[src/hw/rtl/qpy_pkg.sv]
// ============================================================================
// qpy_pkg: shared constants for the quaternion to pitch/yaw converter
// Widths of the fixed-point datapath, CORDIC stage count and angle table.
// ============================================================================
package qpy_pkg;

    localparam int CORDIC_STAGES  = 16;
    localparam int ATAN_TAB_LEN   = 24;
    localparam int NUM_STAGES     = (CORDIC_STAGES > ATAN_TAB_LEN) ? ATAN_TAB_LEN
                                                                   : CORDIC_STAGES;

    localparam int QUAT_W         = 16;   // Q1.14 input component
    localparam int PROD_W         = 32;   // exact 16x16 product
    localparam int ARG_W          = 34;   // atan2 arguments at scale 2^28
    localparam int CRD_W          = 36;   // CORDIC x/y with gain headroom
    localparam int ANG_W          = 25;   // angle accumulator at scale 2^20
    localparam int OUT_W          = 16;   // Q2.13 output angle
    localparam int ANG_FRAC_SHIFT = 7;
    localparam int RND_W          = ANG_W + 1 - ANG_FRAC_SHIFT;
    localparam int ANG_LIMIT      = 25736;
    localparam int PIPE_DEPTH     = NUM_STAGES + 4;

    localparam logic signed [ANG_W-1:0] HALF_PI_S20 = ANG_W'(1647099);
    localparam logic signed [ARG_W-1:0] ONE_S28     = ARG_W'(1) <<< 28;

    typedef struct packed {
        logic en;
        logic negate;
    } t_atan_ctrl;

    // round(atan(2^-i) * 2^20)
    function automatic logic signed [ANG_W-1:0] atan_tab(input int idx);
        case (idx)
            0:  return ANG_W'(823550);
            1:  return ANG_W'(486170);
            2:  return ANG_W'(256879);
            3:  return ANG_W'(130396);
            4:  return ANG_W'(65451);
            5:  return ANG_W'(32757);
            6:  return ANG_W'(16383);
            7:  return ANG_W'(8192);
            8:  return ANG_W'(4096);
            9:  return ANG_W'(2048);
            10: return ANG_W'(1024);
            11: return ANG_W'(512);
            12: return ANG_W'(256);
            13: return ANG_W'(128);
            14: return ANG_W'(64);
            15: return ANG_W'(32);
            16: return ANG_W'(16);
            17: return ANG_W'(8);
            18: return ANG_W'(4);
            19: return ANG_W'(2);
            20: return ANG_W'(1);
            default: return '0;
        endcase
    endfunction

endpackage

[src/hw/rtl/qpy_atan2.sv]
// ============================================================================
// qpy_atan2: pipelined CORDIC atan2
// Quadrant pre-rotation, one register stage per CORDIC iteration, then
// rounding to Q2.13, clamping and optional negation in the output register.
// ============================================================================
module qpy_atan2
    import qpy_pkg::*;
(
    input  logic                     i_clk,
    input  t_atan_ctrl               i_ctrl,
    input  logic signed [ARG_W-1:0]  i_num,
    input  logic signed [ARG_W-1:0]  i_den,
    output logic signed [OUT_W-1:0]  o_angle
);

    logic signed [CRD_W-1:0] r_cx   [0:NUM_STAGES];
    logic signed [CRD_W-1:0] r_cy   [0:NUM_STAGES];
    logic signed [ANG_W-1:0] r_a    [0:NUM_STAGES];
    logic                    r_zero [0:NUM_STAGES];
    logic signed [OUT_W-1:0] r_angle;

    logic signed [CRD_W-1:0] num_e;
    logic signed [CRD_W-1:0] den_e;
    logic signed [CRD_W-1:0] n_cx;
    logic signed [CRD_W-1:0] n_cy;
    logic signed [ANG_W-1:0] n_a;

    assign num_e = CRD_W'(i_num);
    assign den_e = CRD_W'(i_den);

    // A vector in the left half plane is turned by a quarter turn first.
    always_comb begin
        if (i_den < 0) begin
            if (i_num >= 0) begin
                n_cx = num_e;
                n_cy = -den_e;
                n_a  = HALF_PI_S20;
            end else begin
                n_cx = -num_e;
                n_cy = den_e;
                n_a  = -HALF_PI_S20;
            end
        end else begin
            n_cx = den_e;
            n_cy = num_e;
            n_a  = '0;
        end
    end

    always_ff @(posedge i_clk) begin
        if (i_ctrl.en) begin
            r_cx[0]   <= n_cx;
            r_cy[0]   <= n_cy;
            r_a[0]    <= n_a;
            r_zero[0] <= (i_num == '0) && (i_den == '0);
        end
    end

    for (genvar g = 0; g < NUM_STAGES; g++) begin : g_stage
        logic signed [CRD_W-1:0] dx;
        logic signed [CRD_W-1:0] dy;

        assign dx = r_cy[g] >>> g;
        assign dy = r_cx[g] >>> g;

        always_ff @(posedge i_clk) begin
            if (i_ctrl.en) begin
                if (r_cy[g] >= 0) begin
                    r_cx[g+1] <= r_cx[g] + dx;
                    r_cy[g+1] <= r_cy[g] - dy;
                    r_a[g+1]  <= r_a[g] + atan_tab(g);
                end else begin
                    r_cx[g+1] <= r_cx[g] - dx;
                    r_cy[g+1] <= r_cy[g] + dy;
                    r_a[g+1]  <= r_a[g] - atan_tab(g);
                end
                r_zero[g+1] <= r_zero[g];
            end
        end
    end

    localparam logic signed [ANG_W:0]   RND_BIAS = (ANG_W+1)'(1) <<< (ANG_FRAC_SHIFT - 1);
    localparam logic signed [RND_W-1:0] LIM_POS  = RND_W'(ANG_LIMIT);
    localparam logic signed [RND_W-1:0] LIM_NEG  = -LIM_POS;

    logic signed [ANG_W:0]   a_biased;
    logic signed [ANG_W:0]   a_shift;
    logic signed [RND_W-1:0] a_rnd;
    logic signed [OUT_W-1:0] a_clamp;
    logic signed [OUT_W-1:0] n_angle;

    always_comb begin
        a_biased = (ANG_W+1)'(r_a[NUM_STAGES]) + RND_BIAS;
        a_shift  = a_biased >>> ANG_FRAC_SHIFT;
        a_rnd    = a_shift[RND_W-1:0];
        if (r_zero[NUM_STAGES]) begin
            a_clamp = '0;
        end else if (a_rnd > LIM_POS) begin
            a_clamp = OUT_W'(LIM_POS);
        end else if (a_rnd < LIM_NEG) begin
            a_clamp = OUT_W'(LIM_NEG);
        end else begin
            a_clamp = a_rnd[OUT_W-1:0];
        end
        n_angle = i_ctrl.negate ? -a_clamp : a_clamp;
    end

    always_ff @(posedge i_clk) begin
        if (i_ctrl.en) begin
            r_angle <= n_angle;
        end
    end

    assign o_angle = r_angle;

endmodule

[config.mk]
export PLATFORM = sky130hd
export DESIGN_NAME = qpy_atan2
export DESIGN_NICKNAME = d
export VERILOG_FILES = /design/src/hw/rtl/qpy_pkg.sv /design/src/hw/rtl/qpy_atan2.sv
export SDC_FILE = /design/constraint.sdc
export NUM_CORES = 2
export LEC_CHECK = 0
export BUFFER_PORTS_ARGS = -buffer_cell sky130_fd_sc_hd__buf_2
export CAP_MARGIN = 20
export CORE_ASPECT_RATIO = 0.75
export CORE_UTILIZATION = 52
export CTS_CLUSTER_SIZE = 14
export DETAILED_ROUTE_END_ITERATION = 8
export PLACE_DENSITY_LB_ADDON = 0.3
export SYNTH_ARGS = -nofsm -noshare
export SYNTH_HDL_FRONTEND = slang
export SYNTH_SLANG_ARGS = --single-unit
[constraint.sdc]
create_clock -name i_clk -period 6.33 [get_ports i_clk]
set_input_delay 1.899 -clock i_clk [delete_from_list [all_inputs] [get_ports i_clk]]
set_output_delay 1.899 -clock i_clk [all_outputs]
set_load 0.03 [all_outputs]
==> impl_metrics.csv <==
group,metric,value,unit
floorplanning,die_area,241000,sq um
synthesis,synth_area_leader_cell,"edfxtp_1",
floorplanning,die_w,567,microns
sta,fin_skew,0.0507,ns
routing,wl_per_cell,19.2,microns
synthesis,syn_area,124000,sq um
routing,vias_per_cell,5.98,
setup_path,worstPathArrival,6.49,ns
setup_path,slowest_stage,"or4b_2",
routing,highest-signal-layer,"met5",
synthesis,ys_ff_latch,1450,
synthesis,synthFlopType,"edfxtp_1",
final_layout,nets,15239,
synthesis,yosys_warnings,0,
sta,period_share,0.920,
setup_path,max_stage_delay,0.58,ns
routing,first_pass_iters,9,
flow_run,max_cap_viol_count,0,
clock_network,cts_setup_buffers,0,
final_layout,n_fill_cell,20857,
setup_path,start_kind,"flip-flop",
placed_design,port_buffers,86,
placed_design,post-place-cells,16745,
sta,worst_hold_slack,0.379,ns
global_routing,grt_pass1_vias,92229,
synthesis,synth_top_family_by_area,"compound AO/OA/AOI/OAI gates",
status,status,"finished, final reports clean",
setup_path,crit_family,"simple AND/OR/NAND/NOR gates",
setup_path,worstSetupEndpointType,"flip-flop",
routing,wl_met1,158000,microns
setup_path,critPathKind,"reg -> reg",
synthesis,synth_simple_gate_area_frac,0.143,
routing,drt_iter0_drc,10316,
sta,finalSetupViolations,0,
setup_path,endpoint,"r_cy[13][34]",
placed_design,gp_congestion,0.971,
clock_network,cts_buffers,162,
floorplanning,die_h,425,microns
setup_path,cp_num_buf_inv,0,
routing,ant_nets,0,
sta,rsz0062_at_grt,"no",
synthesis,yosysSeqAreaShare,0.350,
synthesis,synth.top_cells.by_area,"edfxtp_1, ha_1, xnor2_1",
sta,tightest_slew,1.26,ns
floorplanning,start_util,0.523,
min_path,hp-class,"reg -> reg",
placed_design,dp.final_hpwl,260000,microns
setup_path,critPathMostFrequentCell,"a21o_1",
clock_network,cts_tree,"done",
setup_path,startpoint,"r_cx[12][15]",
routing,wl_met3,30000,microns
sta,period_minus_slack,5.83,ns
setup_path,timing.rr.end,"r_cy[13][34]",
clock_network,cts_buffer_depth,4,
routing,finalWirelength,327000,microns
final_layout,drive_gt1_frac,0.0698,
setup_path,cp_max_fo,4,
synthesis,yosysUniqueCellTypes,97,
synthesis,muxShareOfSynthArea,0.00618,
global_routing,grtUsageTotal,0.261,
synthesis,synth_compound_area_frac,0.200,
synthesis,synthXorXnorAreaFrac,0.131,
global_routing,grt_pass1_wl,511000,microns
global_routing,gr-total-overflow,0,
setup_path,required,7.00,ns
final_layout,layout.cells.non_filler,17041,
floorplanning,std_cell_rows,155,
clock_network,h-tree-depth,4,
final_layout,areaGrowthSynthToFinish,10.1,%
setup_path,r2r_start,"r_cx[12][15]",
routing,route.detailed.drc,0,
setup_path,cp_num_cells,21,
synthesis,ys_async_sr_fraction,0,
routing,wl_met2,135000,microns
clock_network,clk-insertion-delay-late,0.83,ns
floorplanning,pin_count,87,
setup_path,r2r_cells,21,
synthesis,syn-instance-count,13296,
sta,slew_violations,0,
floorplanning,fp.coreArea,238000,sq um
global_routing,antenna_found_initial,11,
synthesis,synth_fa_ha_area_frac,0.143,
synthesis,synth-edff-count,1450,
setup_path,rrSetupSlack,0.50,ns
sta,slew_headroom,0.160,
clock_network,cts.sinks,1450,
setup_path,crit_chain,"nor3_1 > nand2b_1 > nor4_1 > nand2b_1 > or2_2 > or3_1 > nor4_2 > a21oi_1 > xor2_1 > ha_1 > a21o_1 > a21o_1 > a21o_1 > a21o_1 > a2111oi_0 > o211ai_1 > and3_1 > nor2_1 > a211o_1 > or4b_2 > o211ai_1",
clock_network,path_clk_slew,0.07,ns
routing,vias,101952,
placed_design,post-place-ws,-0.142,ns
clock_network,cts_root_buf,"clkbuf_16",
synthesis,synthDominantCellAreaShare,0.350,
synthesis,syn_area_per_cell,9.35,sq um
global_routing,grt_max_degree,174,
sta,hold_viol,0,
sta,setup_slack,0.504,ns
sta,max_freq,0.172,GHz
-- kinds of logic after synthesis --
group           count (synthesis)
compound gates               3939
xor+xnor                     1854
fa+ha+maj                    1396
buf+inv                       883
flops                        1450
mux                            73
other cells                     1
simple gates                 3700
-- state kept, by name, summed over array words and instances (netlist names) --
| signal | count |
|---|---|
| o_angle | 16 |
| r_a | 351 |
| r_cx | 526 |
| r_cy | 540 |
| r_zero | 17 |
-- Yosys cell counts, drive strengths merged, types with 15 or more instances --
cell type	number
a2111oi	38
a211o	34
a211oi	131
a21boi	44
a21o	494
a21oi	1298
a221oi	16
a31o	24
a31oi	120
a41oi	22
and2	87
and3	137
and4	18
buf	33
clkbuf	225
edfxtp	1450
fa	48
ha	1348
inv	613
mux2	30
mux2i	43
nand2	809
nand2b	183
nand3	260
nand3b	27
nand4	65
nor2	1179
nor2b	148
nor3	355
nor3b	25
nor4	126
o2111ai	29
o211ai	74
o21a	169
o21ai	797
o21bai	171
o311ai	15
o31a	31
o31ai	189
o41ai	100
or2	63
or3	135
or4	54
xnor2	1165
xor2	689
-- how the worst min path moves through the flow --
stage	start	endpoint	slack, ns	cells after the start
global placement	r_a[13][6]	r_a[14][6]	0.40	0
detailed placement	r_a[9][5]	r_a[10][5]	0.40	0
floorplan	r_a[9][10]	r_a[10][10]	0.40	0
finish	r_zero[0][3]	r_zero[0][4]	0.38	0
CTS	r_zero[0][3]	r_zero[0][4]	0.38	0
global route	r_zero[0][6]	r_zero[0][7]	0.38	0
-- cell type report --
cell class | count | area, sq um | share of cell area
Sequential cell | 1450 | 43500 | 0.318
Inverter | 625 | 2350 | 0.0171
Antenna cell | 13 | 32.5 | 0.000238
Multi-Input combinational cell | 10964 | 77500 | 0.566
Clock inverter | 97 | 1010 | 0.00738
Clock buffer | 183 | 4200 | 0.0307
Timing Repair Buffer | 569 | 4310 | 0.0315
Tap cell | 3140 | 3930 | 0.0287
-- routing by layer --
layer	track usage	up-vias
met4	0.0420	4
met1	0.399	48085
li1	-	50151
met2	0.381	3383
met3	0.0561	329
met5	0	-
-- placed cells by master, fill, tap and decap left out, types with 43 or more instances in the layout --
cell and instances:
edfxtp_1 1450, ha_1 1348, a21oi_1 1298, nor2_1 1177, xnor2_1 1165, nand2_1 806
o21ai_0 786, xor2_1 689, inv_1 611, a21o_1 494, buf_4 465, nor3_1 354
nand3_1 259, o31ai_1 189, nand2b_1 182, o21bai_1 171, o21a_1 169, clkbuf_16 165
nor2b_1 148, and3_1 137, or3_1 135, a211oi_1 131, nor4_1 121, a31oi_1 120
o41ai_1 98, and2_1 87, buf_2 84, o211ai_1 74, nand4_1 63, or2_2 61
or4_1 50, fa_1 48, a21boi_0 43, mux2i_1 43
-- what timing repair did --
action | 4_1_cts | 5_1_grt
gates resized for setup | 0 | 1
setup endpoints to repair | 0 | 1
hold buffers | 0 | 0
-- through the flow --
stage / cell area [sq um] / TNS [ns] / utilization
2_1_floorplan: 124000 / 0 / -
3_3_place_gp: 132000 / -0.266 / 0.553
3_5_place_dp: 132000 / -0.168 / 0.553
4_1_cts: 137000 / 0 / 0.575
5_1_grt: 137000 / 0 / 0.575
6_report: 137000 / 0 / 0.575
Power is left out: the tool's default activity adds up to more than one toggle a clock period on the data nets, which glitch-free logic cannot reach.
